$ cat src/hdl/cps_pkg.sv
// Shared types and constants for the camera power sequencer.
// Holds the phase encoding, register indexes, load status codes and field widths.
// No dependencies.
package cps_pkg;

  // Field widths fixed by the pin interface
  localparam int CAM_W      = 2;
  localparam int CNT_W      = 24;
  localparam int WAIT_W     = 16;
  localparam int CFG_IDX_W  = 3;
  localparam int CFG_DATA_W = 24;

  // Default number of fitted camera slots
  localparam int NUM_CAMERAS = 2;

  // Saturation value of the phase tick counter
  localparam logic [CNT_W-1:0] CNT_MAX = {CNT_W{1'b1}};

  // Sequencer phases, as shown on seq_phase
  typedef enum logic [3:0] {
    PH_INIT    = 4'd0,
    PH_ENABLE  = 4'd1,
    PH_WPOWER  = 4'd2,
    PH_WCLEAR  = 4'd3,
    PH_WCLOCK  = 4'd4,
    PH_STANDBY = 4'd5,
    PH_READY   = 4'd6,
    PH_DISABLE = 4'd7,
    PH_FAIL    = 4'd8
  } phase_e;

  // Configuration register indexes
  localparam logic [CFG_IDX_W-1:0] REG_PGOOD_TIMEOUT = 3'd0;
  localparam logic [CFG_IDX_W-1:0] REG_CLEAR_WAIT    = 3'd1;
  localparam logic [CFG_IDX_W-1:0] REG_CLOCK_WAIT    = 3'd2;
  localparam logic [CFG_IDX_W-1:0] REG_STANDBY_WAIT  = 3'd3;
  localparam logic [CFG_IDX_W-1:0] REG_WRITE_WINDOW  = 3'd4;
  localparam logic [CFG_IDX_W-1:0] REG_CAM_PRESENT   = 3'd5;

  // Register reset values
  localparam logic [CNT_W-1:0]  RST_PGOOD_TIMEOUT = 24'd150000;
  localparam logic [WAIT_W-1:0] RST_CLEAR_WAIT    = 16'd1;
  localparam logic [WAIT_W-1:0] RST_CLOCK_WAIT    = 16'd2;
  localparam logic [WAIT_W-1:0] RST_STANDBY_WAIT  = 16'd1000;
  localparam logic [WAIT_W-1:0] RST_WRITE_WINDOW  = 16'd14;
  localparam logic [CAM_W-1:0]  RST_CAM_PRESENT   = 2'd2;

  // Register load engine status codes
  localparam logic [1:0] LOAD_BUSY = 2'd0;
  localparam logic [1:0] LOAD_OK   = 2'd1;
  localparam logic [1:0] LOAD_FAIL = 2'd2;

endpackage

$ cat src/hdl/camera_power_sequencer.sv
// Top level of the camera power sequencer: phase state machine, wait counters,
// vsync write windows and the registered result stage.
// Depends on cps_pkg.

// Each input item is one 1 us timebase tick carrying the sampled power-good and
// vsync pins and the register-load engine status; each item yields exactly one
// result item showing pin drives and phase after that tick. The state machine and
// counters update at acceptance and the result lands in the output register on the
// same edge, so the result is visible in the cycle after the item is accepted.
// in_ready_o is high whenever the output register is empty or being taken, giving
// one item per cycle sustained while the result is taken each cycle. The
// configuration port is always ready; write it only while no tick is pending.
module camera_power_sequencer #(
  parameter int NUM_CAMERAS = cps_pkg::NUM_CAMERAS
) (
  input  logic                           clk_i,
  input  logic                           rst_ni,
  // configuration write channel
  input  logic                           cfg_valid_i,
  output logic                           cfg_ready_o,
  input  logic [cps_pkg::CFG_IDX_W-1:0]  cfg_index_i,
  input  logic [cps_pkg::CFG_DATA_W-1:0] cfg_data_i,
  // tick input channel
  input  logic                           in_valid_i,
  output logic                           in_ready_o,
  input  logic [cps_pkg::CAM_W-1:0]      power_good_i,
  input  logic [cps_pkg::CAM_W-1:0]      vsync_pin_i,
  input  logic [1:0]                     load_status_i,
  // result channel
  output logic                           out_valid_o,
  input  logic                           out_ready_i,
  output logic [3:0]                     seq_phase_o,
  output logic [cps_pkg::CAM_W-1:0]      cam_enable_o,
  output logic [cps_pkg::CAM_W-1:0]      cam_clear_release_o,
  output logic [cps_pkg::CAM_W-1:0]      cam_trigger_o,
  output logic                           clock_out_enable_o,
  output logic                           load_request_o,
  output logic [cps_pkg::CAM_W-1:0]      load_mask_o,
  output logic [cps_pkg::CAM_W-1:0]      write_allowed_o,
  output logic                           failed_o
);

  localparam int CAM_W  = cps_pkg::CAM_W;
  localparam int CNT_W  = cps_pkg::CNT_W;
  localparam int WAIT_W = cps_pkg::WAIT_W;
  localparam logic [CAM_W-1:0] CAM_MASK = CAM_W'((1 << NUM_CAMERAS) - 1);

  // Configuration registers
  logic [CNT_W-1:0]  pgood_timeout_q;
  logic [WAIT_W-1:0] clear_wait_q;
  logic [WAIT_W-1:0] clock_wait_q;
  logic [WAIT_W-1:0] standby_wait_q;
  logic [WAIT_W-1:0] write_window_q;
  logic [CAM_W-1:0]  cam_present_q;

  // Sequencer state
  cps_pkg::phase_e   phase_q, phase_d;
  logic [CNT_W-1:0]  wait_q, wait_d;
  logic              enabled_q, enabled_d;
  logic [CAM_W-1:0]  good_q, good_d;
  logic [NUM_CAMERAS-1:0] prev_vs_q, prev_vs_d;
  logic [WAIT_W-1:0] win_q [NUM_CAMERAS];
  logic [WAIT_W-1:0] win_d [NUM_CAMERAS];
  logic [CAM_W-1:0]  enable_q, enable_d;
  logic [CAM_W-1:0]  clear_q, clear_d;
  logic [CAM_W-1:0]  trig_q, trig_d;
  logic              clk_oe_q, clk_oe_d;

  // Result register
  logic              out_valid_q;
  logic [3:0]        res_phase_q, res_phase_d;
  logic              res_load_req_q, res_load_req_d;
  logic [CAM_W-1:0]  res_allowed_q, res_allowed_d;
  logic              res_failed_q, res_failed_d;

  // Masked inputs and helpers
  logic [CAM_W-1:0]  pg;
  logic [CAM_W-1:0]  vs;
  logic [CAM_W-1:0]  present;
  logic [CNT_W-1:0]  wait_inc;
  logic              was_ready;
  logic              req_was_up;
  logic              in_fire;

  assign pg        = power_good_i & CAM_MASK;
  assign vs        = vsync_pin_i & CAM_MASK;
  assign present   = cam_present_q & CAM_MASK;
  assign wait_inc  = (wait_q == cps_pkg::CNT_MAX) ? wait_q : wait_q + 1'b1;
  assign was_ready = (phase_q == cps_pkg::PH_READY);
  assign req_was_up = (phase_q == cps_pkg::PH_STANDBY) &&
                      (wait_q >= CNT_W'(standby_wait_q));

  assign in_ready_o  = !out_valid_q || out_ready_i;
  assign in_fire     = in_valid_i && in_ready_o;
  assign cfg_ready_o = 1'b1;

  // Take configuration writes; unknown indexes are dropped
  always_ff @(posedge clk_i or negedge rst_ni) begin
    if (!rst_ni) begin
      pgood_timeout_q <= cps_pkg::RST_PGOOD_TIMEOUT;
      clear_wait_q    <= cps_pkg::RST_CLEAR_WAIT;
      clock_wait_q    <= cps_pkg::RST_CLOCK_WAIT;
      standby_wait_q  <= cps_pkg::RST_STANDBY_WAIT;
      write_window_q  <= cps_pkg::RST_WRITE_WINDOW;
      cam_present_q   <= cps_pkg::RST_CAM_PRESENT;
    end else if (cfg_valid_i) begin
      case (cfg_index_i)
        cps_pkg::REG_PGOOD_TIMEOUT: pgood_timeout_q <= cfg_data_i[CNT_W-1:0];
        cps_pkg::REG_CLEAR_WAIT:    clear_wait_q    <= cfg_data_i[WAIT_W-1:0];
        cps_pkg::REG_CLOCK_WAIT:    clock_wait_q    <= cfg_data_i[WAIT_W-1:0];
        cps_pkg::REG_STANDBY_WAIT:  standby_wait_q  <= cfg_data_i[WAIT_W-1:0];
        cps_pkg::REG_WRITE_WINDOW:  write_window_q  <= cfg_data_i[WAIT_W-1:0];
        cps_pkg::REG_CAM_PRESENT:   cam_present_q   <= cfg_data_i[CAM_W-1:0];
        default: ;
      endcase
    end
  end

  // Track vsync falls and run the per-camera write windows
  always_comb begin
    prev_vs_d     = prev_vs_q;
    res_allowed_d = '0;
    for (int i = 0; i < NUM_CAMERAS; i++) begin
      if (was_ready) begin
        prev_vs_d[i] = vs[i];
      end
      if (was_ready && !vs[i] && prev_vs_q[i]) begin
        win_d[i] = write_window_q;
      end else if (win_q[i] != '0) begin
        win_d[i] = win_q[i] - 1'b1;
      end else begin
        win_d[i] = win_q[i];
      end
      res_allowed_d[i] = was_ready && (win_d[i] != '0);
    end
  end

  // Next phase, wait counter and pin drives
  always_comb begin
    phase_d   = phase_q;
    wait_d    = wait_q;
    enabled_d = enabled_q;
    good_d    = good_q;
    enable_d  = enable_q;
    clear_d   = clear_q;
    trig_d    = trig_q;
    clk_oe_d  = clk_oe_q;
    case (phase_q)
      cps_pkg::PH_INIT: begin
        if (enabled_q) phase_d = cps_pkg::PH_ENABLE;
      end
      cps_pkg::PH_ENABLE: begin
        enable_d = CAM_MASK;
        phase_d  = cps_pkg::PH_WPOWER;
        wait_d   = '0;
      end
      cps_pkg::PH_WPOWER: begin
        good_d = pg;
        if ((present & ~pg) == '0) begin
          phase_d = cps_pkg::PH_WCLEAR;
          wait_d  = '0;
          trig_d  = CAM_MASK;
        end else begin
          wait_d = wait_inc;
          if (wait_inc > pgood_timeout_q) phase_d = cps_pkg::PH_FAIL;
        end
      end
      cps_pkg::PH_WCLEAR: begin
        wait_d = wait_inc;
        if (wait_inc > CNT_W'(clear_wait_q)) begin
          clear_d = CAM_MASK;
          phase_d = cps_pkg::PH_WCLOCK;
          wait_d  = '0;
        end
      end
      cps_pkg::PH_WCLOCK: begin
        wait_d = wait_inc;
        if (wait_inc > CNT_W'(clock_wait_q)) begin
          clk_oe_d = 1'b0;
          phase_d  = cps_pkg::PH_STANDBY;
          wait_d   = '0;
        end
      end
      cps_pkg::PH_STANDBY: begin
        // honor the load engine only once the request was already up
        if (req_was_up) begin
          if (good_q == '0 || load_status_i == cps_pkg::LOAD_OK) begin
            phase_d = cps_pkg::PH_READY;
          end else if (load_status_i == cps_pkg::LOAD_FAIL) begin
            phase_d = cps_pkg::PH_FAIL;
          end
        end else begin
          wait_d = wait_inc;
        end
      end
      cps_pkg::PH_READY: begin
        good_d = pg;
        if (!enabled_q || (present & ~pg) != '0) phase_d = cps_pkg::PH_DISABLE;
      end
      cps_pkg::PH_DISABLE: begin
        clear_d   = '0;
        trig_d    = '0;
        clk_oe_d  = 1'b1;
        enable_d  = '0;
        enabled_d = 1'b0;
        phase_d   = cps_pkg::PH_INIT;
      end
      default: begin
        // fail phase: hold everything shut down
        clear_d   = '0;
        trig_d    = '0;
        clk_oe_d  = 1'b1;
        enable_d  = '0;
        enabled_d = 1'b0;
        phase_d   = cps_pkg::PH_FAIL;
      end
    endcase
  end

  // Result fields derived from the post-tick state
  always_comb begin
    res_phase_d    = phase_d;
    res_failed_d   = (phase_d == cps_pkg::PH_FAIL);
    res_load_req_d = (phase_d == cps_pkg::PH_STANDBY) &&
                     (wait_d >= CNT_W'(standby_wait_q)) && (good_d != '0);
  end

  // Advance state on each accepted item
  always_ff @(posedge clk_i or negedge rst_ni) begin
    if (!rst_ni) begin
      phase_q   <= cps_pkg::PH_INIT;
      wait_q    <= '0;
      enabled_q <= 1'b1;
      good_q    <= '0;
      prev_vs_q <= '0;
      enable_q  <= '0;
      clear_q   <= '0;
      trig_q    <= '0;
      clk_oe_q  <= 1'b1;
      for (int i = 0; i < NUM_CAMERAS; i++) begin
        win_q[i] <= '0;
      end
    end else if (in_fire) begin
      phase_q   <= phase_d;
      wait_q    <= wait_d;
      enabled_q <= enabled_d;
      good_q    <= good_d;
      prev_vs_q <= prev_vs_d;
      enable_q  <= enable_d;
      clear_q   <= clear_d;
      trig_q    <= trig_d;
      clk_oe_q  <= clk_oe_d;
      for (int i = 0; i < NUM_CAMERAS; i++) begin
        win_q[i] <= win_d[i];
      end
    end
  end

  // Hold the result until taken
  always_ff @(posedge clk_i or negedge rst_ni) begin
    if (!rst_ni) begin
      out_valid_q <= 1'b0;
    end else if (in_fire) begin
      out_valid_q <= 1'b1;
    end else if (out_ready_i) begin
      out_valid_q <= 1'b0;
    end
  end

  always_ff @(posedge clk_i) begin
    if (in_fire) begin
      res_phase_q    <= res_phase_d;
      res_load_req_q <= res_load_req_d;
      res_allowed_q  <= res_allowed_d;
      res_failed_q   <= res_failed_d;
    end
  end

  // Pin drives and mask come straight from the state, which moves with the result
  assign out_valid_o         = out_valid_q;
  assign seq_phase_o         = res_phase_q;
  assign cam_enable_o        = enable_q;
  assign cam_clear_release_o = clear_q;
  assign cam_trigger_o       = trig_q;
  assign clock_out_enable_o  = clk_oe_q;
  assign load_request_o      = res_load_req_q;
  assign load_mask_o         = good_q;
  assign write_allowed_o     = res_allowed_q;
  assign failed_o            = res_failed_q;

endmodule
$ cat config.mk
export PLATFORM = sky130hd
export DESIGN_NAME = camera_power_sequencer
export DESIGN_NICKNAME = d
export VERILOG_FILES = /design/src/hdl/cps_pkg.sv /design/src/hdl/camera_power_sequencer.sv
export SDC_FILE = /design/constraint.sdc
export NUM_CORES = 1
export LEC_CHECK = 0
export BUFFER_PORTS_ARGS = -buffer_cell sky130_fd_sc_hd__buf_2
export CORE_MARGIN = 2
export CORE_UTILIZATION = 60
export CTS_CLUSTER_DIAMETER = 60
export DETAILED_ROUTE_END_ITERATION = 8
export GPL_TIMING_DRIVEN = 0
export PLACE_DENSITY = 0.82
export SLEW_MARGIN = 25
export SYNTH_ARGS = -nofsm -noshare
export SYNTH_HDL_FRONTEND = slang
export SYNTH_SLANG_ARGS = --single-unit
$ cat constraint.sdc
create_clock -name clk_i -period 10.5 [get_ports clk_i]
set_clock_uncertainty 0.2 [all_clocks]
set_input_delay 1.575 -clock clk_i [delete_from_list [all_inputs] [get_ports clk_i]]
set_output_delay 1.575 -clock clk_i [all_outputs]
set_load 0.01 [all_outputs]
==> metrics.txt <==
register area=0.00427 sq mm; largest family of logic cells by synthesized area=compound AO/OA/AOI/OAI gates; htree depth=4; DP HPWL=23100 microns; Post-synth EDFFs=8; Leak=5.55 nW; min cycle time layout=8.36 ns; CP arrival=8.34 ns; largest net degree at the start of global routing=87; Synth Area in XOR/XNOR=0.0326; Worst Path Max Fanout=10; Final ANT Viol Nets=0; Total Die Area=0.0195 sq mm; # hold bufs at CTS=0; Post-Synth Simple-Gate Area=0.184; Initial DRT Pass Iterations=6; peak supply drop=135 uV; max_cap viols=0; switching power=0.000944 W; critical path launch point type=register; Final TNS setup=0 ns; share of cells above drive strength 1=0.141; Period Utilization, post-route=0.797; Clock Power Share=0.260; Crit path max-delay family=compound AO/OA/AOI/OAI gates; DR iter-0 viols=1248; post-CTS setup buffer count=0; Clock Tree Buf Depth=2; critical path type=reg2reg; Seq/Total Area, Yosys=0.387; Cell Area, Synth=0.0110 sq mm; routability-driven placement congestion ratio=0.979; CTS resizes=0; Die X=140 microns; aggregate routed wire length=31900 microns; Critical Path End Type=register; Yosys warnings=0; post-synthesis compound-gate area fraction=0.185; post-DR wirelength/cell=20.4 microns; CTS Sinks=168; CP max stage delay=0.47 ns; worst endpoint required time=10.48 ns; TritonCTS Buffers=17; post-synthesis mux area share=0.0515; # fillers=1447; I/O Pins=58; post-synthesis adder-cell area fraction=0.105; RSZ-0062 raised after global routing=false; CTS Root Cell=clkbuf_16; most common cell after layout, fill and taps aside=nand2_1; clk_lat worst skew=0.44 ns; worst hold-check path type=reg2reg; first-pass GRT wire length=51100 microns; area grow syn2layout=10.9%; commonest non-fill, non-tap cells in the layout=151 x nand2_1, 138 x dfrtp_1, 127 x o21ai_0; Total GRT Usage=0.332; Rel. slew slack=0.310; IO buf count=56; Synth async-reset ratio=0.952; post-DR vias/cell=6.50; Syn Nets=1377; Max Freq=120 MHz; TritonCTS clock tree=yes; Core ar.=0.0180 sq mm; Post-synth top flop=dfrtp_1; DR vias=10168; # diodes=0; sw frac=0.384; Crit-path slowest cell=dfrtp_1; Slew @ Worst Pin=1.03 ns; average cell area after synthesis=8.85 sq um; antenna violations before repair=0; Initial Util=0.612; final hold vios=0; FP Rows=49; die height=140 microns; clk slew on worst S/H paths=0.07 ns; GRT overflow=0; CP Buf/Inv Count=4; Distinct cells, synth=74; Internal=0.00152 W; Setup Viol. Count Final=0; number of remaining DRC errors=0; worst hold slack=0.295 ns; PwrDens=201 mW/mm^2; status=finished, final reports clean; multi-input combinational cell area=0.00617 sq mm; Gate Count Post-Synth=1246; vias in the first global route=9761; Yosys reg bits=168; fin. max-slew vios=0; part of the power in combinational logic=0.349; sequential power share=0.391; nets=1453
-- cell type report --
type | instances | area share
Sequential cell | 168 | 0.349
Clock inverter | 13 | 0.0118
Buffer | 60 | 0.0204
Clock buffer | 19 | 0.0362
Multi-Input combinational cell | 925 | 0.504
Inverter | 93 | 0.0285
Timing Repair Buffer | 57 | 0.0260
Tap cell | 229 | 0.0234
-- routing by layer --
| layer | track usage | part of all wire |
|---|---|---|
| met4 | 0.123 | 0.030 |
| met1 | 0.469 | 0.43 |
| met2 | 0.507 | 0.45 |
| met5 | 0 | 0 |
| met3 | 0.0692 | 0.090 |
-- power groups by stage --
| stage | registers (W) | clock network (W) | logic, W |
|---|---|---|---|
| floorplan | 0.000926 | 0 | 0.000604 |
| global placement | 0.000960 | 0 | 0.000800 |
| detailed placement | 0.000966 | 0 | 0.000831 |
| CTS | 0.000955 | 0.000643 | 0.000840 |
| global route | 0.000977 | 0.000673 | 0.000951 |
| finish | 0.000962 | 0.000640 | 0.000859 |
-- path summary, 6_finish.rpt --
kind,from,to,slack (ns),cells after the start
max in group asynchronous,rst_ni,write_window_q[2]$_DFFE_PN1P_,8.31,2
worst max-delay path,wait_q[0]$_DFFE_PN0P_,load_request_o$_DFFE_PP_,2.14,28
worst max register to register,wait_q[0]$_DFFE_PN0P_,load_request_o$_DFFE_PP_,2.14,28
min in group asynchronous,rst_ni,pgood_timeout_q[20]$_DFFE_PN0P_,0.91,1
worst min register to register,clock_out_enable_o$_DFFE_PN1P_,clock_out_enable_o$_DFFE_PN1P_,0.30,2
worst min-delay path,clock_out_enable_o$_DFFE_PN1P_,clock_out_enable_o$_DFFE_PN1P_,0.30,2
-- worst reg2reg max path, delay by kind of cell (launching register included) --
kind	cells	cell delay (ns)
compound gates	12	3.02
simple gates	8	1.95
buf+inv	4	1.26
fa+ha+maj	3	1.00
flops	1	0.47
xor+xnor	1	0.22
-- logic make-up after synthesis --
kind of cell | Yosys count
adders and majority gates | 93
other | 1
xor gates and xnor gates | 41
AOI/OAI and AO/OA | 337
muxes | 51
and+or+nand+nor | 402
buffers and inverters | 153
DFF | 168
-- flip-flops by register name (all words and copies together), names as in the netlist, 2 cells and up --
signal,cells
seq_phase_o,4
standby_wait_q,16
clock_wait_q,16
write_allowed_o,2
phase_q,4
win_q,32
wait_q,24
clear_wait_q,16
cam_present_q,2
write_window_q,16
pgood_timeout_q,24
load_mask_o,2
prev_vs_q,2
-- metrics by stage --
stage          instance area [sq um]  std cells  total power (W)   util  setup WS [ns]
5_1_grt                        12200       1564          0.00260  0.678           1.74
6_report                       12200       1564          0.00246  0.678           2.14
2_1_floorplan                  11000       1246          0.00153      -           4.28
4_1_cts                        12200       1564          0.00244  0.678           2.38
3_3_place_gp                   11600       1531          0.00176  0.643           2.57
3_5_place_dp                   11600       1532          0.00180  0.645           2.46
-- cells in the mapped netlist, types with 6 or more instances --
| cell type | instances | area, sq um |
|---|---|---|
| a21o_1 | 14 | 105 |
| a21oi_1 | 81 | 405 |
| a22oi_1 | 8 | 60.1 |
| a31oi_1 | 25 | 156 |
| and2_1 | 10 | 62.6 |
| and3_1 | 10 | 62.6 |
| buf_2 | 6 | 30.0 |
| clkbuf_1 | 47 | 176 |
| dfrtp_1 | 138 | 3450 |
| dfstp_2 | 22 | 578 |
| edfxtp_1 | 8 | 240 |
| ha_1 | 93 | 1160 |
| inv_1 | 93 | 349 |
| mux2_2 | 46 | 518 |
| nand2_1 | 151 | 567 |
| nand2b_1 | 10 | 62.6 |
| nand3_1 | 26 | 130 |
| nand3b_1 | 7 | 52.6 |
| nand4_1 | 24 | 150 |
| nor2_1 | 63 | 236 |
| nor2b_1 | 10 | 62.6 |
| nor3_1 | 24 | 120 |
| nor4_1 | 14 | 87.6 |
| o21a_1 | 6 | 45.0 |
| o21ai_0 | 127 | 636 |
| o22ai_1 | 13 | 81.3 |
| o31ai_1 | 9 | 67.6 |
| or2_2 | 6 | 37.5 |
| or3_1 | 12 | 75.1 |
| or4_1 | 12 | 90.1 |
| xnor2_1 | 28 | 245 |
| xor2_1 | 13 | 114 |
Note: power is estimated with default switching activity, not from simulation.
